[src/rtl/stt_pkg.sv]
`timescale 1ns / 1ps
// ----------------------------------------------------------------------------
// stt_pkg: shared types and constants of the source text tokenizer
// Result beat layout, run record, token/group/error codes and word tables.
// ----------------------------------------------------------------------------
package stt_pkg;

    localparam int CHAR_W  = 8;
    localparam int KIND_W  = 2;
    localparam int TK_W    = 6;
    localparam int GRP_W   = 4;
    localparam int START_W = 24;
    localparam int LINE_W  = 20;
    localparam int LEN_W   = 16;
    localparam int ERR_W   = 3;

    localparam int QUEUE_DEPTH = 4;

    // result kinds
    localparam logic [KIND_W-1:0] RK_TOKEN = 2'd0;
    localparam logic [KIND_W-1:0] RK_ERROR = 2'd1;
    localparam logic [KIND_W-1:0] RK_DONE  = 2'd2;

    // token kinds
    localparam logic [TK_W-1:0] TK_IF         = 6'd0;
    localparam logic [TK_W-1:0] TK_FOR        = 6'd1;
    localparam logic [TK_W-1:0] TK_WHILE      = 6'd2;
    localparam logic [TK_W-1:0] TK_ELSE       = 6'd3;
    localparam logic [TK_W-1:0] TK_RETURN     = 6'd4;
    localparam logic [TK_W-1:0] TK_CONTINUE   = 6'd5;
    localparam logic [TK_W-1:0] TK_BREAK      = 6'd6;
    localparam logic [TK_W-1:0] TK_IDENT      = 6'd7;
    localparam logic [TK_W-1:0] TK_ADD_ASSIGN = 6'd8;
    localparam logic [TK_W-1:0] TK_PLUS       = 6'd9;
    localparam logic [TK_W-1:0] TK_INCR       = 6'd10;
    localparam logic [TK_W-1:0] TK_INT_LIT    = 6'd11;
    localparam logic [TK_W-1:0] TK_FLOAT_LIT  = 6'd12;
    localparam logic [TK_W-1:0] TK_SUB_ASSIGN = 6'd13;
    localparam logic [TK_W-1:0] TK_DECR       = 6'd14;
    localparam logic [TK_W-1:0] TK_MINUS      = 6'd15;
    localparam logic [TK_W-1:0] TK_GT         = 6'd16;
    localparam logic [TK_W-1:0] TK_GE         = 6'd17;
    localparam logic [TK_W-1:0] TK_LT         = 6'd18;
    localparam logic [TK_W-1:0] TK_LE         = 6'd19;
    localparam logic [TK_W-1:0] TK_STAR       = 6'd20;
    localparam logic [TK_W-1:0] TK_MUL_ASSIGN = 6'd21;
    localparam logic [TK_W-1:0] TK_POWER      = 6'd22;
    localparam logic [TK_W-1:0] TK_SLASH      = 6'd23;
    localparam logic [TK_W-1:0] TK_DIV_ASSIGN = 6'd24;
    localparam logic [TK_W-1:0] TK_DSLASH     = 6'd25;
    localparam logic [TK_W-1:0] TK_STR_LIT    = 6'd26;
    localparam logic [TK_W-1:0] TK_CHR_LIT    = 6'd27;
    localparam logic [TK_W-1:0] TK_LPAREN     = 6'd28;
    localparam logic [TK_W-1:0] TK_RPAREN     = 6'd29;
    localparam logic [TK_W-1:0] TK_LBRACE     = 6'd30;
    localparam logic [TK_W-1:0] TK_RBRACE     = 6'd31;
    localparam logic [TK_W-1:0] TK_RBRACK     = 6'd32;
    localparam logic [TK_W-1:0] TK_LBRACK     = 6'd33;
    localparam logic [TK_W-1:0] TK_ASSIGN     = 6'd34;
    localparam logic [TK_W-1:0] TK_DOT        = 6'd35;
    localparam logic [TK_W-1:0] TK_PERCENT    = 6'd36;
    localparam logic [TK_W-1:0] TK_SEMI       = 6'd37;
    localparam logic [TK_W-1:0] TK_COLON      = 6'd38;
    localparam logic [TK_W-1:0] TK_PROGRAM    = 6'd39;
    localparam logic [TK_W-1:0] TK_MODULE     = 6'd40;
    localparam logic [TK_W-1:0] TK_USING      = 6'd41;
    localparam logic [TK_W-1:0] TK_MACRO      = 6'd42;
    localparam logic [TK_W-1:0] TK_END        = 6'd43;
    localparam logic [TK_W-1:0] TK_COMMA      = 6'd44;

    // token groups
    localparam logic [GRP_W-1:0] GRP_KEYWORD  = 4'd0;
    localparam logic [GRP_W-1:0] GRP_NAME     = 4'd1;
    localparam logic [GRP_W-1:0] GRP_ASSIGN   = 4'd2;
    localparam logic [GRP_W-1:0] GRP_BINOP    = 4'd3;
    localparam logic [GRP_W-1:0] GRP_UNOP     = 4'd4;
    localparam logic [GRP_W-1:0] GRP_LITERAL  = 4'd5;
    localparam logic [GRP_W-1:0] GRP_RELOP    = 4'd6;
    localparam logic [GRP_W-1:0] GRP_BRACKET  = 4'd7;
    localparam logic [GRP_W-1:0] GRP_PUNCT    = 4'd8;
    localparam logic [GRP_W-1:0] GRP_DIR_MAIN = 4'd9;
    localparam logic [GRP_W-1:0] GRP_DIR_AUX  = 4'd10;

    // error kinds
    localparam logic [ERR_W-1:0] ERR_UNKNOWN   = 3'd0;
    localparam logic [ERR_W-1:0] ERR_EMPTY_CHR = 3'd1;
    localparam logic [ERR_W-1:0] ERR_BAD_ESC   = 3'd2;
    localparam logic [ERR_W-1:0] ERR_BAD_CLOSE = 3'd3;
    localparam logic [ERR_W-1:0] ERR_BAD_DIR   = 3'd4;
    localparam logic [ERR_W-1:0] ERR_UNTERM    = 3'd5;

    typedef struct packed {
        logic [KIND_W-1:0]  kind;
        logic [TK_W-1:0]    tk;
        logic [GRP_W-1:0]   grp;
        logic [START_W-1:0] start;
        logic [LINE_W-1:0]  line_no;
        logic [LEN_W-1:0]   len;
        logic               sym;
        logic [ERR_W-1:0]   ek;
    } t_result;

    // all results caused by one byte
    typedef struct packed {
        logic    two;
        t_result first;
        t_result second;
    } t_run;

    // fixed words, left aligned, first byte in the top byte
    localparam int WORD_BYTES = 8;
    localparam int NUM_KEYWORDS = 7;
    localparam int NUM_DIRECTIVES = 5;

    typedef struct packed {
        logic [3:0]              len;
        logic [8*WORD_BYTES-1:0] text;
        logic [TK_W-1:0]         kind;
        logic [GRP_W-1:0]        grp;
    } t_word;

    localparam t_word KEYWORDS [NUM_KEYWORDS] = '{
        '{4'd2, {"if", 48'h0},     TK_IF,       GRP_KEYWORD},
        '{4'd3, {"for", 40'h0},    TK_FOR,      GRP_KEYWORD},
        '{4'd5, {"while", 24'h0},  TK_WHILE,    GRP_KEYWORD},
        '{4'd4, {"else", 32'h0},   TK_ELSE,     GRP_KEYWORD},
        '{4'd6, {"return", 16'h0}, TK_RETURN,   GRP_KEYWORD},
        '{4'd8, {"continue"},      TK_CONTINUE, GRP_KEYWORD},
        '{4'd5, {"break", 24'h0},  TK_BREAK,    GRP_KEYWORD}
    };

    localparam t_word DIRECTIVES [NUM_DIRECTIVES] = '{
        '{4'd8, {"#PROGRAM"},      TK_PROGRAM, GRP_DIR_MAIN},
        '{4'd7, {"#MODULE", 8'h0}, TK_MODULE,  GRP_DIR_MAIN},
        '{4'd6, {"#using", 16'h0}, TK_USING,   GRP_DIR_AUX},
        '{4'd6, {"#macro", 16'h0}, TK_MACRO,   GRP_DIR_AUX},
        '{4'd4, {"#END", 32'h0},   TK_END,     GRP_DIR_MAIN}
    };

    // byte mask covering the first len bytes of a left-aligned word
    function automatic logic [8*WORD_BYTES-1:0] word_mask(input logic [3:0] len);
        return ~({(8*WORD_BYTES){1'b1}} >> {len, 3'b000});
    endfunction

endpackage

[src/rtl/stt_if.sv]
`timescale 1ns / 1ps
// ----------------------------------------------------------------------------
// stt_if: valid/ready channels of the source text tokenizer
// Byte input channel and result output channel.
// ----------------------------------------------------------------------------
interface stt_in_if;
    logic                       valid;
    logic                       ready;
    logic [stt_pkg::CHAR_W-1:0] next_char;

    modport source (output valid, output next_char, input ready);
    modport sink (input valid, input next_char, output ready);
endinterface

interface stt_out_if;
    logic                        valid;
    logic                        ready;
    logic [stt_pkg::KIND_W-1:0]  result_kind;
    logic [stt_pkg::TK_W-1:0]    token_kind;
    logic [stt_pkg::GRP_W-1:0]   token_group;
    logic [stt_pkg::START_W-1:0] start_offset;
    logic [stt_pkg::LINE_W-1:0]  line_number;
    logic [stt_pkg::LEN_W-1:0]   token_length;
    logic                        enter_symbol;
    logic [stt_pkg::ERR_W-1:0]   error_kind;
    logic                        last_of_run;

    modport source (
        output valid, output result_kind, output token_kind, output token_group,
        output start_offset, output line_number, output token_length,
        output enter_symbol, output error_kind, output last_of_run,
        input ready
    );
    modport sink (
        input valid, input result_kind, input token_kind, input token_group,
        input start_offset, input line_number, input token_length,
        input enter_symbol, input error_kind, input last_of_run,
        output ready
    );
endinterface

[src/rtl/source_text_tokenizer.sv]
`timescale 1ns / 1ps
// ----------------------------------------------------------------------------
// source_text_tokenizer: byte-serial source lexer
// Lexer front end, run queue and result back end.
// ----------------------------------------------------------------------------
// Takes one source byte per beat and returns tokens, an error or an end-of-text
// beat. The lexer front end classifies every byte in the cycle it is accepted,
// so the input takes one byte per clock as long as the four-entry run queue has
// room. A byte causes zero, one or two results; the back end hands out one
// result per clock from its output register while the sink is ready, so a
// byte that closes a token by lookahead and also finishes a one-byte token,
// ends the text or raises an error gives two results, and the queue absorbs
// such bursts. Runs pass from the queue head into the output register.
// Results of one byte come back to back with last_of_run set on the final one.
// Keywords and directives are matched by a parallel compare against the first
// bytes of the open token held in a small word buffer. After an error or an
// end-of-text result the block keeps taking bytes but gives no more results
// until reset. No clearing pass is needed after reset.
// ----------------------------------------------------------------------------
module source_text_tokenizer #(
    parameter int OFFSET_BITS       = 24,
    parameter int WORD_BUFFER_DEPTH = 8
) (
    input  logic             i_clk,
    input  logic             i_rst_n,
    stt_in_if.sink           i_in,
    stt_out_if.source        o_out
);
    import stt_pkg::*;

    logic    w_accept;
    logic    w_push;
    t_run    w_push_run;
    t_run    w_head;
    logic    w_head_valid;
    logic    w_full;
    logic    w_pop;
    logic    w_out_valid;
    t_result w_out_res;
    logic    w_out_last;

    // front is ready whenever the queue can take one more run
    assign i_in.ready = !w_full;
    assign w_accept   = i_in.valid && !w_full;

    stt_front #(
        .OFFSET_BITS       (OFFSET_BITS),
        .WORD_BUFFER_DEPTH (WORD_BUFFER_DEPTH)
    ) u_front (
        .i_clk    (i_clk),
        .i_rst_n  (i_rst_n),
        .i_accept (w_accept),
        .i_char   (i_in.next_char),
        .o_push   (w_push),
        .o_run    (w_push_run)
    );

    stt_queue u_queue (
        .i_clk        (i_clk),
        .i_rst_n      (i_rst_n),
        .i_push       (w_push),
        .i_push_run   (w_push_run),
        .i_pop        (w_pop),
        .o_head       (w_head),
        .o_head_valid (w_head_valid),
        .o_full       (w_full)
    );

    stt_back u_back (
        .i_clk        (i_clk),
        .i_rst_n      (i_rst_n),
        .i_head       (w_head),
        .i_head_valid (w_head_valid),
        .o_pop        (w_pop),
        .o_valid      (w_out_valid),
        .i_ready      (o_out.ready),
        .o_res        (w_out_res),
        .o_last       (w_out_last)
    );

    assign o_out.valid        = w_out_valid;
    assign o_out.result_kind  = w_out_res.kind;
    assign o_out.token_kind   = w_out_res.tk;
    assign o_out.token_group  = w_out_res.grp;
    assign o_out.start_offset = w_out_res.start;
    assign o_out.line_number  = w_out_res.line_no;
    assign o_out.token_length = w_out_res.len;
    assign o_out.enter_symbol = w_out_res.sym;
    assign o_out.error_kind   = w_out_res.ek;
    assign o_out.last_of_run  = w_out_last;

    // an error or end-of-text beat is the very last beat before reset
    a_stop_is_final: assert property (@(posedge i_clk) disable iff (!i_rst_n)
        o_out.valid && o_out.ready && o_out.result_kind != RK_TOKEN |=> !o_out.valid)
        else $error("result beat after error or end of text");

    // only a closed token can be followed by a second result of the same byte
    a_pair_head_token: assert property (@(posedge i_clk) disable iff (!i_rst_n)
        o_out.valid && !o_out.last_of_run |-> o_out.result_kind == RK_TOKEN)
        else $error("non-token result opens a two-result run");

    // second result of a run follows right after the first without a gap
    a_pair_no_gap: assert property (@(posedge i_clk) disable iff (!i_rst_n)
        o_out.valid && o_out.ready && !o_out.last_of_run |=>
            o_out.valid && o_out.last_of_run)
        else $error("second result of a run missing");

endmodule

[src/rtl/stt_queue.sv]
`timescale 1ns / 1ps
// ----------------------------------------------------------------------------
// stt_queue: run queue between lexer front and result back end
// Small register FIFO of per-byte run records.
// ----------------------------------------------------------------------------
module stt_queue (
    input  logic          i_clk,
    input  logic          i_rst_n,
    input  logic          i_push,
    input  stt_pkg::t_run i_push_run,
    input  logic          i_pop,
    output stt_pkg::t_run o_head,
    output logic          o_head_valid,
    output logic          o_full
);
    import stt_pkg::*;

    localparam int PW = $clog2(QUEUE_DEPTH);
    localparam int CW = $clog2(QUEUE_DEPTH + 1);

    t_run          r_mem [QUEUE_DEPTH];
    logic [PW-1:0] r_wr;
    logic [PW-1:0] r_rd;
    logic [CW-1:0] r_count;

    assign o_head       = r_mem[r_rd];
    assign o_head_valid = (r_count != '0);
    assign o_full       = (r_count == CW'(QUEUE_DEPTH));

    always_ff @(posedge i_clk) begin
        if (!i_rst_n) begin
            r_wr    <= '0;
            r_rd    <= '0;
            r_count <= '0;
        end else begin
            if (i_push) begin
                r_wr <= r_wr + PW'(1);
            end
            if (i_pop) begin
                r_rd <= r_rd + PW'(1);
            end
            r_count <= r_count + CW'(i_push) - CW'(i_pop);
        end
    end

    always_ff @(posedge i_clk) begin
        if (i_push) begin
            r_mem[r_wr] <= i_push_run;
        end
    end

endmodule

[src/rtl/stt_front.sv]
`timescale 1ns / 1ps
// ----------------------------------------------------------------------------
// stt_front: lexer state machine
// Classifies one byte per beat and builds the run of results it causes.
// ----------------------------------------------------------------------------
module stt_front #(
    parameter int OFFSET_BITS       = 24,
    parameter int WORD_BUFFER_DEPTH = 8
) (
    input  logic                       i_clk,
    input  logic                       i_rst_n,
    input  logic                       i_accept,
    input  logic [stt_pkg::CHAR_W-1:0] i_char,
    output logic                       o_push,
    output stt_pkg::t_run              o_run
);
    import stt_pkg::*;

    localparam int IW = $clog2(WORD_BUFFER_DEPTH);
    localparam int LW = (OFFSET_BITS + 1 > 17) ? OFFSET_BITS + 1 : 17;

    localparam logic [3:0] S_IDLE     = 4'd0;
    localparam logic [3:0] S_IDENT    = 4'd1;
    localparam logic [3:0] S_PLUS     = 4'd2;
    localparam logic [3:0] S_MINUS    = 4'd3;
    localparam logic [3:0] S_STR      = 4'd4;
    localparam logic [3:0] S_STR_ESC  = 4'd5;
    localparam logic [3:0] S_DIRECT   = 4'd6;
    localparam logic [3:0] S_CHR_OPEN = 4'd7;
    localparam logic [3:0] S_CHR_ESC  = 4'd8;
    localparam logic [3:0] S_CHR_BODY = 4'd9;
    localparam logic [3:0] S_INT      = 4'd10;
    localparam logic [3:0] S_FLOAT    = 4'd11;
    localparam logic [3:0] S_GT       = 4'd12;
    localparam logic [3:0] S_LT       = 4'd13;
    localparam logic [3:0] S_STAR     = 4'd14;
    localparam logic [3:0] S_SLASH    = 4'd15;

    logic [3:0]              r_state;
    logic [3:0]              n_state;
    logic [OFFSET_BITS-1:0]  r_offset;
    logic [OFFSET_BITS-1:0]  r_start;
    logic [LINE_W-1:0]       r_line;
    logic                    r_halted;
    logic [CHAR_W-1:0]       r_wbuf [WORD_BUFFER_DEPTH];

    logic [OFFSET_BITS-1:0]  w_delta;
    logic [OFFSET_BITS-1:0]  w_delta_m1;
    logic [LEN_W-1:0]        w_len_here;
    logic [LEN_W-1:0]        w_len_prev;
    logic [START_W-1:0]      w_here24;
    logic [START_W-1:0]      w_start24;
    logic [8*WORD_BYTES-1:0] w_lead;
    logic [TK_W-1:0]         w_kw_tk;
    logic [GRP_W-1:0]        w_kw_grp;
    logic [TK_W-1:0]         w_dir_tk;
    logic [GRP_W-1:0]        w_dir_grp;
    logic                    w_dir_hit;
    logic                    w_alpha;
    logic                    w_digit;

    logic                    w_back;
    logic                    w_keep;
    logic                    w_idle;
    logic                    w_p1_emit;
    logic                    w_idle_emit;
    logic                    w_stop;
    t_result                 w_back_res;
    t_result                 w_p1_res;
    t_result                 w_idle_res;

    function automatic logic [LEN_W-1:0] sat_len(input logic [OFFSET_BITS:0] v);
        logic [LW-1:0] w;
        w = LW'(v);
        return (w > LW'(17'h0FFFF)) ? {LEN_W{1'b1}} : w[LEN_W-1:0];
    endfunction

    function automatic t_result mk_tok(
        input logic [TK_W-1:0]    tk,
        input logic [GRP_W-1:0]   grp,
        input logic [START_W-1:0] start,
        input logic [LINE_W-1:0]  line_no,
        input logic [LEN_W-1:0]   len
    );
        t_result r;
        r.kind    = RK_TOKEN;
        r.tk      = tk;
        r.grp     = grp;
        r.start   = start;
        r.line_no = line_no;
        r.len     = len;
        r.sym     = (tk == TK_IDENT) || (grp == GRP_LITERAL);
        r.ek      = '0;
        return r;
    endfunction

    function automatic t_result mk_err(
        input logic [ERR_W-1:0]   ek,
        input logic [START_W-1:0] start,
        input logic [LINE_W-1:0]  line_no,
        input logic [LEN_W-1:0]   len
    );
        t_result r;
        r         = '0;
        r.kind    = RK_ERROR;
        r.start   = start;
        r.line_no = line_no;
        r.len     = len;
        r.ek      = ek;
        return r;
    endfunction

    // distance from token start to this byte, and the two span lengths
    assign w_delta    = r_offset - r_start;
    assign w_delta_m1 = w_delta - OFFSET_BITS'(1);
    assign w_len_here = sat_len({1'b0, w_delta} + (OFFSET_BITS + 1)'(1));
    assign w_len_prev = sat_len({1'b0, w_delta_m1} + (OFFSET_BITS + 1)'(1));
    assign w_here24   = START_W'(r_offset);
    assign w_start24  = START_W'(r_start);

    assign w_alpha = (i_char inside {["a":"z"], ["A":"Z"]});
    assign w_digit = (i_char inside {["0":"9"]});

    // parallel compare of the word buffer against the fixed words
    always_comb begin
        for (int i = 0; i < WORD_BYTES; i++) begin
            w_lead[8*(WORD_BYTES-1-i) +: 8] = r_wbuf[i];
        end
        w_kw_tk   = TK_IDENT;
        w_kw_grp  = GRP_NAME;
        w_dir_tk  = TK_PROGRAM;
        w_dir_grp = GRP_DIR_MAIN;
        w_dir_hit = 1'b0;
        for (int i = 0; i < NUM_KEYWORDS; i++) begin
            if (w_delta == OFFSET_BITS'(KEYWORDS[i].len) &&
                ((w_lead ^ KEYWORDS[i].text) & word_mask(KEYWORDS[i].len)) == '0) begin
                w_kw_tk  = KEYWORDS[i].kind;
                w_kw_grp = KEYWORDS[i].grp;
            end
        end
        for (int i = 0; i < NUM_DIRECTIVES; i++) begin
            if (w_delta == OFFSET_BITS'(DIRECTIVES[i].len) &&
                ((w_lead ^ DIRECTIVES[i].text) & word_mask(DIRECTIVES[i].len)) == '0) begin
                w_dir_tk  = DIRECTIVES[i].kind;
                w_dir_grp = DIRECTIVES[i].grp;
                w_dir_hit = 1'b1;
            end
        end
    end

    // open-token states; a byte that ends a token by lookahead falls to idle
    always_comb begin
        logic [TK_W-1:0]  v_btk;
        logic [GRP_W-1:0] v_bgrp;
        logic             v_err;
        logic [ERR_W-1:0] v_ek;
        logic             v_tok;
        logic [TK_W-1:0]  v_tk;
        logic [GRP_W-1:0] v_grp;

        v_btk   = TK_IDENT;
        v_bgrp  = GRP_NAME;
        v_err   = 1'b0;
        v_ek    = ERR_UNTERM;
        v_tok   = 1'b0;
        v_tk    = TK_IDENT;
        v_grp   = GRP_NAME;
        w_back  = 1'b0;
        w_keep  = 1'b0;
        w_idle  = 1'b0;
        n_state = r_state;

        case (r_state)
            S_IDENT: begin
                if (w_alpha || w_digit || i_char == "_") begin
                    w_keep = 1'b1;
                end else begin
                    w_back = 1'b1;
                    v_btk  = w_kw_tk;
                    v_bgrp = w_kw_grp;
                end
            end
            S_PLUS: begin
                if (i_char == "=") begin
                    v_tok = 1'b1; v_tk = TK_ADD_ASSIGN; v_grp = GRP_ASSIGN;
                end else if (i_char == "+") begin
                    v_tok = 1'b1; v_tk = TK_INCR; v_grp = GRP_UNOP;
                end else if (w_digit) begin
                    w_keep = 1'b1; n_state = S_INT;
                end else begin
                    w_back = 1'b1; v_btk = TK_PLUS; v_bgrp = GRP_BINOP;
                end
            end
            S_MINUS: begin
                if (i_char == "-") begin
                    v_tok = 1'b1; v_tk = TK_DECR; v_grp = GRP_UNOP;
                end else if (i_char == "=") begin
                    v_tok = 1'b1; v_tk = TK_SUB_ASSIGN; v_grp = GRP_ASSIGN;
                end else if (w_digit) begin
                    w_keep = 1'b1; n_state = S_INT;
                end else begin
                    w_back = 1'b1; v_btk = TK_MINUS; v_bgrp = GRP_BINOP;
                end
            end
            S_STR: begin
                if (i_char == 8'h00) begin
                    v_err = 1'b1; v_ek = ERR_UNTERM;
                end else if (i_char == "\"") begin
                    v_tok = 1'b1; v_tk = TK_STR_LIT; v_grp = GRP_LITERAL;
                end else if (i_char == "\\") begin
                    n_state = S_STR_ESC;
                end
            end
            S_STR_ESC: begin
                if (i_char == 8'h00) begin
                    v_err = 1'b1; v_ek = ERR_UNTERM;
                end else begin
                    n_state = S_STR;
                end
            end
            S_DIRECT: begin
                if (w_alpha) begin
                    w_keep = 1'b1;
                end else if (w_dir_hit) begin
                    w_back = 1'b1; v_btk = w_dir_tk; v_bgrp = w_dir_grp;
                end else begin
                    v_err = 1'b1; v_ek = ERR_BAD_DIR;
                end
            end
            S_CHR_OPEN: begin
                if (i_char == 8'h00) begin
                    v_err = 1'b1; v_ek = ERR_UNTERM;
                end else if (i_char == "'") begin
                    v_err = 1'b1; v_ek = ERR_EMPTY_CHR;
                end else if (i_char == "\\") begin
                    n_state = S_CHR_ESC;
                end else begin
                    n_state = S_CHR_BODY;
                end
            end
            S_CHR_ESC: begin
                if (i_char == 8'h00) begin
                    v_err = 1'b1; v_ek = ERR_UNTERM;
                end else if (i_char inside {"n", "b", "t", "r", "f", "'", "\\"}) begin
                    n_state = S_CHR_BODY;
                end else begin
                    v_err = 1'b1; v_ek = ERR_BAD_ESC;
                end
            end
            S_CHR_BODY: begin
                if (i_char == 8'h00) begin
                    v_err = 1'b1; v_ek = ERR_UNTERM;
                end else if (i_char == "'") begin
                    v_tok = 1'b1; v_tk = TK_CHR_LIT; v_grp = GRP_LITERAL;
                end else begin
                    v_err = 1'b1; v_ek = ERR_BAD_CLOSE;
                end
            end
            S_INT: begin
                if (i_char == ".") begin
                    n_state = S_FLOAT;
                end else if (!w_digit) begin
                    w_back = 1'b1; v_btk = TK_INT_LIT; v_bgrp = GRP_LITERAL;
                end
            end
            S_FLOAT: begin
                if (!w_digit) begin
                    w_back = 1'b1; v_btk = TK_FLOAT_LIT; v_bgrp = GRP_LITERAL;
                end
            end
            S_GT: begin
                if (i_char == "=") begin
                    v_tok = 1'b1; v_tk = TK_GE; v_grp = GRP_RELOP;
                end else begin
                    w_back = 1'b1; v_btk = TK_GT; v_bgrp = GRP_RELOP;
                end
            end
            S_LT: begin
                if (i_char == "=") begin
                    v_tok = 1'b1; v_tk = TK_LE; v_grp = GRP_RELOP;
                end else begin
                    w_back = 1'b1; v_btk = TK_LT; v_bgrp = GRP_RELOP;
                end
            end
            S_STAR: begin
                if (i_char == "*") begin
                    v_tok = 1'b1; v_tk = TK_POWER; v_grp = GRP_BINOP;
                end else if (i_char == "=") begin
                    v_tok = 1'b1; v_tk = TK_MUL_ASSIGN; v_grp = GRP_ASSIGN;
                end else begin
                    w_back = 1'b1; v_btk = TK_STAR; v_bgrp = GRP_BINOP;
                end
            end
            S_SLASH: begin
                if (i_char == "/") begin
                    v_tok = 1'b1; v_tk = TK_DSLASH; v_grp = GRP_BINOP;
                end else if (i_char == "=") begin
                    v_tok = 1'b1; v_tk = TK_DIV_ASSIGN; v_grp = GRP_ASSIGN;
                end else begin
                    w_back = 1'b1; v_btk = TK_SLASH; v_bgrp = GRP_BINOP;
                end
            end
            default: begin
                w_idle = 1'b1;
            end
        endcase

        if (v_tok) begin
            n_state = S_IDLE;
        end
        if (w_back) begin
            w_idle = 1'b1;
        end

        w_p1_emit  = v_tok || v_err;
        w_back_res = mk_tok(v_btk, v_bgrp, w_start24, r_line, w_len_prev);
        if (v_err) begin
            w_p1_res = mk_err(v_ek, w_start24, r_line,
                              (v_ek == ERR_BAD_DIR) ? w_len_prev : w_len_here);
        end else begin
            w_p1_res = mk_tok(v_tk, v_grp, w_start24, r_line, w_len_here);
        end
        w_stop = v_err;

        // idle: start of a new token at this byte
        w_idle_emit = 1'b0;
        w_idle_res  = mk_tok(TK_IDENT, GRP_NAME, w_here24, r_line, LEN_W'(1));
        if (w_idle) begin
            n_state = S_IDLE;
            if (i_char == 8'h00) begin
                w_idle_emit        = 1'b1;
                w_stop             = 1'b1;
                w_idle_res         = '0;
                w_idle_res.kind    = RK_DONE;
                w_idle_res.start   = w_here24;
                w_idle_res.line_no = r_line;
            end else if (w_alpha || i_char == "_") begin
                n_state = S_IDENT;
            end else if (i_char == " " || i_char == "\t" || i_char == "\n") begin
                n_state = S_IDLE;
            end else if (i_char == "\"") begin
                n_state = S_STR;
            end else if (i_char == "'") begin
                n_state = S_CHR_OPEN;
            end else if (i_char == "+") begin
                n_state = S_PLUS;
            end else if (i_char == "-") begin
                n_state = S_MINUS;
            end else if (i_char == ">") begin
                n_state = S_GT;
            end else if (i_char == "<") begin
                n_state = S_LT;
            end else if (i_char == "*") begin
                n_state = S_STAR;
            end else if (i_char == "/") begin
                n_state = S_SLASH;
            end else if (w_digit) begin
                n_state = S_INT;
            end else if (i_char == "#") begin
                n_state = S_DIRECT;
            end else begin
                w_idle_emit = 1'b1;
                case (i_char)
                    "(": begin
                        w_idle_res.tk = TK_LPAREN;  w_idle_res.grp = GRP_BRACKET;
                    end
                    ")": begin
                        w_idle_res.tk = TK_RPAREN;  w_idle_res.grp = GRP_BRACKET;
                    end
                    "{": begin
                        w_idle_res.tk = TK_LBRACE;  w_idle_res.grp = GRP_BRACKET;
                    end
                    "}": begin
                        w_idle_res.tk = TK_RBRACE;  w_idle_res.grp = GRP_BRACKET;
                    end
                    "[": begin
                        w_idle_res.tk = TK_LBRACK;  w_idle_res.grp = GRP_BRACKET;
                    end
                    "]": begin
                        w_idle_res.tk = TK_RBRACK;  w_idle_res.grp = GRP_BRACKET;
                    end
                    "=": begin
                        w_idle_res.tk = TK_ASSIGN;  w_idle_res.grp = GRP_ASSIGN;
                    end
                    ".": begin
                        w_idle_res.tk = TK_DOT;     w_idle_res.grp = GRP_PUNCT;
                    end
                    "%": begin
                        w_idle_res.tk = TK_PERCENT; w_idle_res.grp = GRP_BINOP;
                    end
                    ";": begin
                        w_idle_res.tk = TK_SEMI;    w_idle_res.grp = GRP_PUNCT;
                    end
                    ":": begin
                        w_idle_res.tk = TK_COLON;   w_idle_res.grp = GRP_PUNCT;
                    end
                    ",": begin
                        w_idle_res.tk = TK_COMMA;   w_idle_res.grp = GRP_PUNCT;
                    end
                    default: begin
                        w_idle_res = mk_err(ERR_UNKNOWN, w_here24, r_line, LEN_W'(1));
                        w_stop     = 1'b1;
                    end
                endcase
                w_idle_res.sym = 1'b0;
            end
        end
    end

    assign o_push       = i_accept && !r_halted && (w_back || w_p1_emit || w_idle_emit);
    assign o_run.two    = w_back && w_idle_emit;
    assign o_run.first  = w_back ? w_back_res : (w_p1_emit ? w_p1_res : w_idle_res);
    assign o_run.second = w_idle_res;

    always_ff @(posedge i_clk) begin
        if (!i_rst_n) begin
            r_state  <= S_IDLE;
            r_offset <= '0;
            r_start  <= '0;
            r_line   <= '0;
            r_halted <= 1'b0;
        end else if (i_accept) begin
            r_offset <= r_offset + OFFSET_BITS'(1);
            if (!r_halted) begin
                r_state  <= n_state;
                r_halted <= w_stop;
                if (w_idle && i_char != 8'h00) begin
                    r_start <= r_offset;
                    if (i_char == "\n" && r_line != {LINE_W{1'b1}}) begin
                        r_line <= r_line + LINE_W'(1);
                    end
                end
            end
        end
    end

    // first bytes of the open token, for keyword and directive compare
    always_ff @(posedge i_clk) begin
        if (i_accept && !r_halted) begin
            if (w_idle) begin
                r_wbuf[0] <= i_char;
            end else if (w_keep && w_delta < OFFSET_BITS'(WORD_BUFFER_DEPTH)) begin
                r_wbuf[w_delta[IW-1:0]] <= i_char;
            end
        end
    end

endmodule

[src/rtl/stt_back.sv]
`timescale 1ns / 1ps
// ----------------------------------------------------------------------------
// stt_back: result output stage
// Splits each run into single result beats behind an output register.
// ----------------------------------------------------------------------------
module stt_back (
    input  logic             i_clk,
    input  logic             i_rst_n,
    input  stt_pkg::t_run    i_head,
    input  logic             i_head_valid,
    output logic             o_pop,
    output logic             o_valid,
    input  logic             i_ready,
    output stt_pkg::t_result o_res,
    output logic             o_last
);
    import stt_pkg::*;

    logic    r_valid;
    logic    r_sel;
    logic    r_last;
    t_result r_res;
    logic    w_take;
    logic    w_last;

    assign w_take  = !r_valid || i_ready;
    assign w_last  = r_sel || !i_head.two;
    assign o_pop   = w_take && i_head_valid && w_last;
    assign o_valid = r_valid;
    assign o_res   = r_res;
    assign o_last  = r_last;

    always_ff @(posedge i_clk) begin
        if (!i_rst_n) begin
            r_valid <= 1'b0;
            r_sel   <= 1'b0;
        end else if (w_take) begin
            r_valid <= i_head_valid;
            if (i_head_valid) begin
                r_sel <= !w_last;
            end
        end
    end

    always_ff @(posedge i_clk) begin
        if (w_take && i_head_valid) begin
            r_res  <= r_sel ? i_head.second : i_head.first;
            r_last <= w_last;
        end
    end

endmodule
[src/flat_wrapper.sv]
// flat-port wrapper written by rule: the top's interface ports become plain ports
module source_text_tokenizer_flat import stt_pkg::*;
#(
    parameter int OFFSET_BITS       = 24,
    parameter int WORD_BUFFER_DEPTH = 8
)
  (i_clk, i_rst_n, i_in_valid, i_in_next_char, i_in_ready, o_out_valid, o_out_result_kind, o_out_token_kind, o_out_token_group, o_out_start_offset, o_out_line_number, o_out_token_length, o_out_enter_symbol, o_out_error_kind, o_out_last_of_run, o_out_ready);
  stt_in_if i_in_i ();
  stt_out_if o_out_i ();
  input  logic i_clk;
  input  logic i_rst_n;
  input wire logic [$bits(i_in_i.valid)-1:0] i_in_valid;
  input wire logic [$bits(i_in_i.next_char)-1:0] i_in_next_char;
  output wire logic [$bits(i_in_i.ready)-1:0] i_in_ready;
  output wire logic [$bits(o_out_i.valid)-1:0] o_out_valid;
  output wire logic [$bits(o_out_i.result_kind)-1:0] o_out_result_kind;
  output wire logic [$bits(o_out_i.token_kind)-1:0] o_out_token_kind;
  output wire logic [$bits(o_out_i.token_group)-1:0] o_out_token_group;
  output wire logic [$bits(o_out_i.start_offset)-1:0] o_out_start_offset;
  output wire logic [$bits(o_out_i.line_number)-1:0] o_out_line_number;
  output wire logic [$bits(o_out_i.token_length)-1:0] o_out_token_length;
  output wire logic [$bits(o_out_i.enter_symbol)-1:0] o_out_enter_symbol;
  output wire logic [$bits(o_out_i.error_kind)-1:0] o_out_error_kind;
  output wire logic [$bits(o_out_i.last_of_run)-1:0] o_out_last_of_run;
  input wire logic [$bits(o_out_i.ready)-1:0] o_out_ready;
  assign i_in_i.valid = i_in_valid;
  assign i_in_i.next_char = i_in_next_char;
  assign i_in_ready = i_in_i.ready;
  assign o_out_valid = o_out_i.valid;
  assign o_out_result_kind = o_out_i.result_kind;
  assign o_out_token_kind = o_out_i.token_kind;
  assign o_out_token_group = o_out_i.token_group;
  assign o_out_start_offset = o_out_i.start_offset;
  assign o_out_line_number = o_out_i.line_number;
  assign o_out_token_length = o_out_i.token_length;
  assign o_out_enter_symbol = o_out_i.enter_symbol;
  assign o_out_error_kind = o_out_i.error_kind;
  assign o_out_last_of_run = o_out_i.last_of_run;
  assign o_out_i.ready = o_out_ready;
  source_text_tokenizer #(.OFFSET_BITS(OFFSET_BITS), .WORD_BUFFER_DEPTH(WORD_BUFFER_DEPTH)) u_core (.i_clk(i_clk), .i_rst_n(i_rst_n), .i_in(i_in_i), .o_out(o_out_i));
endmodule
[config.mk]
export PLATFORM = sky130hd
export DESIGN_NAME = source_text_tokenizer_flat
export DESIGN_NICKNAME = d
export VERILOG_FILES = /design/src/rtl/stt_pkg.sv /design/src/rtl/stt_if.sv /design/src/rtl/source_text_tokenizer.sv /design/src/rtl/stt_queue.sv /design/src/rtl/stt_front.sv /design/src/rtl/stt_back.sv /design/src/flat_wrapper.sv
export SDC_FILE = /design/constraint.sdc
export NUM_CORES = 1
export LEC_CHECK = 0
export BUFFER_PORTS_ARGS = -buffer_cell sky130_fd_sc_hd__buf_2
export CORE_MARGIN = 2
export CORE_UTILIZATION = 40
export DETAILED_ROUTE_END_ITERATION = 8
export PLACE_DENSITY = 0.57
export SLEW_MARGIN = 20
export SYNTH_ARGS = -nofsm -noshare
export SYNTH_HDL_FRONTEND = slang
export SYNTH_SLANG_ARGS = --single-unit
export TNS_END_PERCENT = 20
[constraint.sdc]
create_clock -name i_clk -period 14.95 [get_ports i_clk]
set_clock_uncertainty 0.15 [all_clocks]
set_input_delay 1.495 -clock i_clk [delete_from_list [all_inputs] [get_ports i_clk]]
set_output_delay 1.495 -clock i_clk [all_outputs]
set_load 0.005 [all_outputs]
Word-level counts from Yosys, hierarchy flattened
Memories as Yosys holds them, arrays and structs flattened. A register that Yosys moved wholly into a read port is not among the register bits.
Index checks and enable logic that the tools add are counted.
{"block": "word_totals", "output_inout_bits": 79, "word_cells": 431, "ramBits": 676, "regBits": 159, "in_bits": 12, "mem_count": 2}
{"block": "op_classes", "n_addsub": 10, "muxes": 237, "n_eq_ne": 73, "n_reduce_logical": 68, "bitwise": 13, "n_lt_le_gt_ge": 9}
{"name": "u_core.u_queue.r_mem", "depth": 4, "width": 153, "rd": 1, "rd_clocked_by_memory_dff": 1, "wr": 1, "line_no": "stt_queue.sv:21", "source": "t_run r_mem [QUEUE_DEPTH];"}
{"name": "u_core.u_front.r_wbuf", "depth": 8, "width": 8, "rd": 8, "rd_clocked_by_memory_dff": 0, "wr": 1, "line_no": "stt_front.sv:45", "source": "logic [CHAR_W-1:0] r_wbuf [WORD_BUFFER_DEPTH];"}
{"op": "75-bit two-way mux", "count": 13}
{"op": "64-bit logical NOT", "count": 12}
{"op": "76-bit two-way mux", "count": 5}
{"op": "4-bit two-way mux", "count": 56}
{"op": "8-bit by 6-bit == test with 1-bit output, second input constant", "count": 18}
{"op": "10-bit case mux with 12 select lines", "count": 1}
{"op": "24-bit by 3-bit == test with 1-bit output, second input constant", "count": 4}
{"op": "1-bit two-way mux", "count": 89}
{"op": "8-bit by 7-bit == test with 1-bit output, second input constant", "count": 11}
{"op": "5-bit two-way mux", "count": 16}
{"op": "6-bit two-way mux", "count": 12}
{"op": "3-bit two-way mux", "count": 20}
{"op": "6-bit case mux with 10 select lines", "count": 1}
{"op": "4-bit case mux with 7 select lines", "count": 2}
{"op": "4-bit != test, second input constant", "count": 13}
{"op": "26-bit NOT", "count": 2}
{"op": "24-bit by 1-bit adder with 25-bit output, second input constant", "count": 2}
{"op": "25-bit by 16-bit > comparator with 1-bit output, second input constant", "count": 2}
{"op": "24-bit by 2-bit == test with 1-bit output, second input constant", "count": 2}
{"op": "16-bit two-way mux", "count": 3}
{"op": "5-bit case mux with 8 select lines", "count": 1}
{"op": "37-bit NOT", "count": 1}
{"op": "4-bit case mux with 9 select lines", "count": 1}
{"op": "4-bit == test, second input constant", "count": 8}
{"op": "other kinds (54)", "count": 115}

Longest topological paths before layout
An unclocked memory read counts as a cell.
{"block": "logic_depth", "ltp_word": 28, "mapped_depth": 25, "depth_no_buf": 24}

Modules after synthesis
Synthesis repeated with hierarchy kept, for this count alone.
{"block": "unflattened", "cells_unflattened": 2673, "hier_area_um2": 38419.3}
{"module": "stt_queue", "n_inst": 1, "seq_area_each_um2": 18557.8, "area_each_um2": 22484.1, "cells_per_inst": 842}
{"module": "stt_front", "n_inst": 1, "seq_area_each_um2": 3383.2, "area_each_um2": 12519.5, "cells_per_inst": 1654}
{"module": "stt_back", "n_inst": 1, "seq_area_each_um2": 2352.3, "area_each_um2": 3405.8, "cells_per_inst": 175}
{"module": "source_text_tokenizer", "n_inst": 1, "seq_area_each_um2": 0.0, "area_each_um2": 10.0, "cells_per_inst": 2}

Worst setup path after synthesis
No wires, ideal clock.
{"block": "synth_timing", "path_kind": "input port to flip-flop", "startpoint": "in i_in_next_char[5]", "endpoint": "mem u_core.u_queue.r_mem[0][100] in the netlist's numbering, enable pin", "path_buffers": 1, "path_slack_ns": 7.646, "setup_time_ns": 0.487, "path_stages": 10, "required_ns": 14.313, "t_arrival_ns": 6.667, "cell_sequence": "buf_2 nor4b_1 nand4_1 or3_1 a21oi_1 nor2_1 o21ai_0 nor2_1 a21oi_2 and2_1"}
{"block": "synth_via", "elab_chain_len": 19, "elab_cells_between_ends": 90, "classes_between": "order compare (6); eq/ne (21); mux (48); reduce/logical (15)"}
{"element": "start, declared", "line_no": "flat_wrapper.sv:13", "source": "input wire logic [$bits(i_in_i.next_char)-1:0] i_in_next_char;"}
{"element": "8-bit by 6-bit greater-or-equal comparator with 1-bit output (tied with other cells)", "line_no": "stt_front.sv:122", "source": "assign w_digit = (i_char inside {[\"0\":\"9\"]});"}
{"element": "1-bit logical AND or 1-bit two-way mux (tied branches)", "line_no": "stt_front.sv:122, stt_front.sv:359"}
{"element": "1-bit two-way mux", "line_no": "stt_front.sv:357", "source": "end else if (w_digit) begin"}
{"element": "1-bit two-way mux", "line_no": "stt_front.sv:355", "source": "end else if (i_char == \"/\") begin"}
{"element": "1-bit two-way mux", "line_no": "stt_front.sv:353", "source": "end else if (i_char == \"*\") begin"}
{"element": "1-bit two-way mux", "line_no": "stt_front.sv:351", "source": "end else if (i_char == \"<\") begin"}
{"element": "1-bit two-way mux", "line_no": "stt_front.sv:349", "source": "end else if (i_char == \">\") begin"}
{"element": "1-bit two-way mux", "line_no": "stt_front.sv:347", "source": "end else if (i_char == \"-\") begin"}
{"element": "[3 not listed]"}
{"element": "1-bit two-way mux", "line_no": "stt_front.sv:339", "source": "end else if (i_char == \" \" || i_char == \"\\t\" || i_char == \"\\n\") begin"}
{"element": "1-bit two-way mux", "line_no": "stt_front.sv:337", "source": "end else if (w_alpha || i_char == \"_\") begin"}
{"element": "1-bit two-way mux", "line_no": "stt_front.sv:330", "source": "if (i_char == 8'h00) begin"}
{"element": "1-bit two-way mux", "line_no": "stt_front.sv:328", "source": "if (w_idle) begin"}
{"element": "1-bit logical OR (*)", "line_no": "stt_front.sv:410", "source": "assign o_push = i_accept && !r_halted && (w_back || w_p1_emit || w_idle_emit);"}
{"element": "1-bit logical AND (*)", "line_no": "stt_front.sv:410"}
{"element": "1-bit two-way mux (*)", "line_no": "stt_queue.sv:47", "source": "if (i_push) begin"}
{"element": "1-bit two-way mux (not written as such) (*)", "line_no": "stt_queue.sv:48", "source": "r_mem[r_wr] <= i_push_run;"}
{"element": "end, declared", "line_no": "stt_queue.sv:21"}
Every way passes the cells marked *; elsewhere a longest branch is shown, timed or not.

Worst setup path after layout
{"block": "layout_timing", "startpoint": "reg u_core.u_front.r_offset[0]", "endpoint": "mem u_core.u_queue.r_mem[2][126] in the netlist's numbering, enable pin"}
{"block": "layout_via", "elab_chain_len": 17, "elab_cells_between_ends": 29, "classes_between": "add/sub (1); eq/ne (4); mux (15); reduce/logical (9)"}
{"element": "start, declared", "line_no": "stt_front.sv:41", "source": "logic [OFFSET_BITS-1:0] r_offset;"}
{"element": "start signal, assigned", "line_no": "stt_front.sv:423", "source": "r_offset <= r_offset + OFFSET_BITS'(1);"}
{"element": "24-bit subtractor (*)", "line_no": "stt_front.sv:114", "source": "assign w_delta = r_offset - r_start;"}
{"element": "24-bit by 4-bit == test with 1-bit output", "line_no": "stt_front.sv:142", "source": "if (w_delta == OFFSET_BITS'(DIRECTIVES[i].len) &&"}
{"element": "1-bit logical AND", "line_no": "stt_front.sv:142"}
{"element": "1-bit two-way mux (4 in a row)", "line_no": "stt_front.sv:142"}
{"element": "1-bit two-way mux (*)", "line_no": "stt_front.sv:142"}
{"element": "1-bit two-way mux", "line_no": "stt_front.sv:224", "source": "end else if (w_dir_hit) begin"}
{"element": "1-bit two-way mux", "line_no": "stt_front.sv:222", "source": "if (w_alpha) begin"}
{"element": "1-bit case mux with 9 select lines or 1-bit case mux with 5 select lines (tied branches)", "line_no": "stt_front.sv:173", "source": "case (r_state)"}
{"element": "1-bit two-way mux or 1-bit logical OR (tied branches)", "line_no": "stt_front.sv:311, stt_front.sv:315"}
{"element": "1-bit two-way mux or 1-bit logical OR (tied branches)", "line_no": "stt_front.sv:328, stt_front.sv:410"}
{"element": "1-bit logical OR (*)", "line_no": "stt_front.sv:410"}
{"element": "1-bit logical AND (*)", "line_no": "stt_front.sv:410"}
{"element": "1-bit two-way mux (*)", "line_no": "stt_queue.sv:47"}
{"element": "1-bit two-way mux (not written as such) (*)", "line_no": "stt_queue.sv:48"}
Marks and branches as above.

==> summary.md <==
| Metric | Value |
|---|---|
| Mux cell area share after synthesis | `9.28%` |
| Global Route Usage Sum | `20.1%` |
| Sequential share of the synthesized area | `61.1%` |
| Hold Path Depth | `2` |
| HP Class | `flip-flop to flip-flop` |
| Syn-to-layout area delta | `12.7%` |
| Adder-cell share of the synthesized area | `1.52%` |
| Vias in the first global route | `20,700` |
| Core area | `80,300 sq um` |
| Routed wire length | `83,000 um` |
| Largest net degree at the start of global routing | `86` |
| Final ANT Viol Nets | `0` |
| Syn nets | `2,491` |
| Rows | `104` |
| VDD IR max | `0.100 mV` |
| Via Count | `20,800` |
| Initial Utilization | `40.2%` |
| CTS root buffer | `clkbuf_16` |
| Crit start category | `flip-flop` |
| Drt wl/cell | `22.8 um` |
| Critical R2R Capture | `u_core.u_queue.r_mem[2][126]` |
| # resized after CTS | `0` |
| Vias per cell | `5.71` |
| IO Port Bufs | `90` |
| Final hold violation count | `0` |
| Die W | `288 um` |
| Register bit count reported by yosys | `685` |
| Post-synth top area cell | `edfxtp_1` |
| Routability cong. | `0.915` |
| Main area contributors after synthesis | `edfxtp_1, mux4_2, dfxtp_1` |
| Slew Viols, Final | `0` |
| Final setup violation count | `0` |
| 1st-iter DRT viols | `1,776` |
| Synth Area in Compound Gates | `8.20%` |
| GRT overflow | `0` |
| Arr. time, crit path | `7.32 ns` |
| Ys flop type | `edfxtp_1` |
| Final Instance Area | `36,400 sq um` |
| Die Y | `288 um` |
| Final Non-Filler Cells | `3,643` |
| Worst-path fanout max | `45` |
| Commonest cells post-synth | `edfxtp_1, nand2_1, nor2_1, mux4_2, o21ai_0` |
| Syn avg cell area | `13.2 sq um` |
| R2R setup slack | `7.72 ns` |
| Routed wl met2 | `39,600 um` |
| CP Class | `flip-flop to flip-flop` |
| CTS Hold Buffers Added | `0` |
| CTS tree | `done` |
| Cell Area, Placed | `33,900 sq um` |
| Highest Clock Rate | `0.138 GHz` |
| Clk slew on worst S/H paths | `0.06 ns` |
| Worst EP required | `15.03 ns` |
| Layout cell share with drive strength beyond 1 | `16.6%` |
| Synth top area share | `55.9%` |
| Number of H-tree levels | `3` |
| Number of synthesized flops with an enable pin | `601` |
| I/O pin total | `91` |
| Inst Count DP | `3,509` |
| Measured slew at the worst slew-check pin | `1.11 ns` |
| Clock Latency Late Sink | `0.62 ns` |
| Placed wire-length estimate | `56,300 um` |
| Hold Path End | `u_core.u_back.o_valid` |
| Final min period | `7.23 ns` |
| Highest metal used | `met4` |
| Met1 WL | `37,700 um` |
| Pwr Density | `195 nW/um^2` |
| Nets | `2,574` |
| Post-Synthesis Cell Area | `32,300 sq um` |
| Met3 Routed Length | `3830 um` |
| DRC Markers | `0` |
| Yosys warns | `0` |
| Post-synth ARST share | `0%` |
| Initial antenna violation count | `0` |
| Worst rel slew slack | `25.8%` |
| Mapped Cells | `2,441` |
| Synth Area in XOR/XNOR | `2.62%` |
| Synth cell types | `106` |
| Status | `finished, final reports clean` |
| Worst r2r src | `u_core.u_front.r_offset[0]` |
| Worst R2R Path Depth | `18` |
| N_diodes | `0` |
| RSZ-0062 raised after global routing | `no` |
| Leakage | `12.4 nW` |
| Clock sinks | `685` |
| Setup Buffers After CTS | `0` |
| Fin Setup TNS | `0 ns` |
| Worst hold path startpoint | `u_core.u_back.o_valid` |
| Synth Area in Simple Gates | `15.1%` |
| Most common cell in the netlist | `edfxtp_1` |
| CTS Buf Count | `73` |
| Largest family of logic cells by synthesized area | `simple AND/OR/NAND/NOR gates` |
| Max_cap viols | `0` |
| Full die area | `83,000 sq um` |
| Drt first pass iters | `5` |
| Final worst path period share | `48.4%` |
| CP Capture Type | `flip-flop` |
| CTS max path bufs | `3` |
| First-pass GRT wire length | `128,000 um` |
per-layer routing:
layer  global-route usage [%]  vias up
met4                     5.22        0
met3                     2.69      122
met2                     32.6      577
met1                     28.5    10600
met5                        0        -
li1                         -     9563
sequential cells by signal, summed over array words and instances (netlist names), named ones only:
register / flops
u_core.u_back.o_valid: 1
u_core.u_queue.r_count: 3
u_core.u_front.r_state: 4
u_core.u_back.r_sel: 1
u_core.u_front.r_start: 24
u_core.u_front.r_line: 20
u_core.u_queue.r_wr: 2
u_core.u_back.o_last: 1
u_core.u_queue.r_mem: 460
u_core.u_front.r_halted: 1
u_core.u_queue.r_rd: 2
u_core.u_back.o_res: 76
u_core.u_front.r_offset: 24
u_core.u_front.r_wbuf: 64
stage by stage:
stage | power, mW | hold WS, ns | worst slack [ns] | util (%)
2_1_floorplan | 4.45 | 0.319 | 7.65 | -
3_3_place_gp | 5.28 | 0.326 | 7.50 | 42.2
3_5_place_dp | 5.30 | 0.330 | 7.38 | 42.2
4_1_cts | 7.18 | 0.338 | 7.62 | 45.3
5_1_grt | 7.48 | 0.357 | 7.26 | 45.3
6_report | 7.10 | 0.334 | 7.72 | 45.3
cell usage in the layout, fill, tap and decap left out, types with 9 or more instances in the layout:
cell type	count
edfxtp_1	601
nand2_1	273
nor2_1	121
mux4_2	115
buf_2	90
o21ai_0	86
dfxtp_1	82
and2_1	78
nand3_1	77
clkbuf_16	74
nor3_1	72
a21oi_1	71
xnor2_1	64
inv_1	57
nor4_1	49
nor2b_1	49
ha_1	36
mux2i_1	34
buf_4	33
nand4_1	30
xor2_1	27
and3_1	26
a21o_1	23
or3_1	22
nand2b_1	19
nand4b_1	15
o211ai_1	15
a211oi_1	14
or4_1	12
o31ai_1	12
clkinv_1	12
a21boi_0	11
nor4b_1	11
and4_1	11
nand3b_1	10
a221oi_2	9
clkbuf_1	9
bufinv_16	9
power breakdown:
| part | leakage [nW] | internal [mW] | switching [mW] |
|---|---|---|---|
| clock | 1.20 | 1.11 | 0.745 |
| combinational | 4.84 | 0.867 | 1.61 |
| sequential | 6.39 | 2.63 | 0.128 |
| total | 12.4 | 4.61 | 2.49 |
worst max path at each step:
| stage | start | end | cells after the start |
|---|---|---|---|
| after floorplan | i_in_next_char[5] | u_core.u_queue.r_mem[0][100] | 10 |
| after global placement | i_in_next_char[2] | u_core.u_queue.r_mem[1][129] | 15 |
| after detailed placement | i_in_next_char[0] | u_core.u_queue.r_mem[2][53] | 15 |
| after CTS | u_core.u_front.r_offset[0] | u_core.u_queue.r_mem[2][126] | 18 |
| after global routing | u_core.u_front.r_offset[0] | u_core.u_queue.r_mem[2][126] | 17 |
| final | u_core.u_front.r_offset[0] | u_core.u_queue.r_mem[2][126] | 18 |
cell type report:
class / instances / area (sq um)
Fill cell: 7155 / 43900
Sequential cell: 685 / 19700
Multi-Input combinational cell: 1582 / 11900
Clock buffer: 91 / 2000
Tap cell: 1060 / 1330
Timing Repair Buffer: 123 / 698
Clock inverter: 43 / 515
Inverter: 59 / 224
logic make-up (layout without fill, tap and decap cells):
logic type / after synthesis / after routing
and+or+nand+nor: 927 / 927
DFF: 685 / 685
AOI/OAI and AO/OA: 368 / 368
buffers and inverters: 174 / 316
muxes: 155 / 155
xor gates and xnor gates: 94 / 94
adders and majority gates: 38 / 38
worst max-delay path: stages, from the launching register on:
cell and delay (ns):
dfxtp_1 0.38, inv_1 0.12, ha_1 0.17, inv_1 0.06, fa_1 0.48, nand3_1 0.21, a21oi_2 0.13, or4_4 0.56
a41o_1 0.33, a31oi_4 0.24, xnor2_1 0.15, a211oi_2 0.30, or4b_4 0.55, o21ai_4 0.31, o21ai_2 0.27, a21oi_2 0.49
and2_4 0.73, buf_4 0.56, buf_4 0.62
Power figures use the tool's default switching activity.
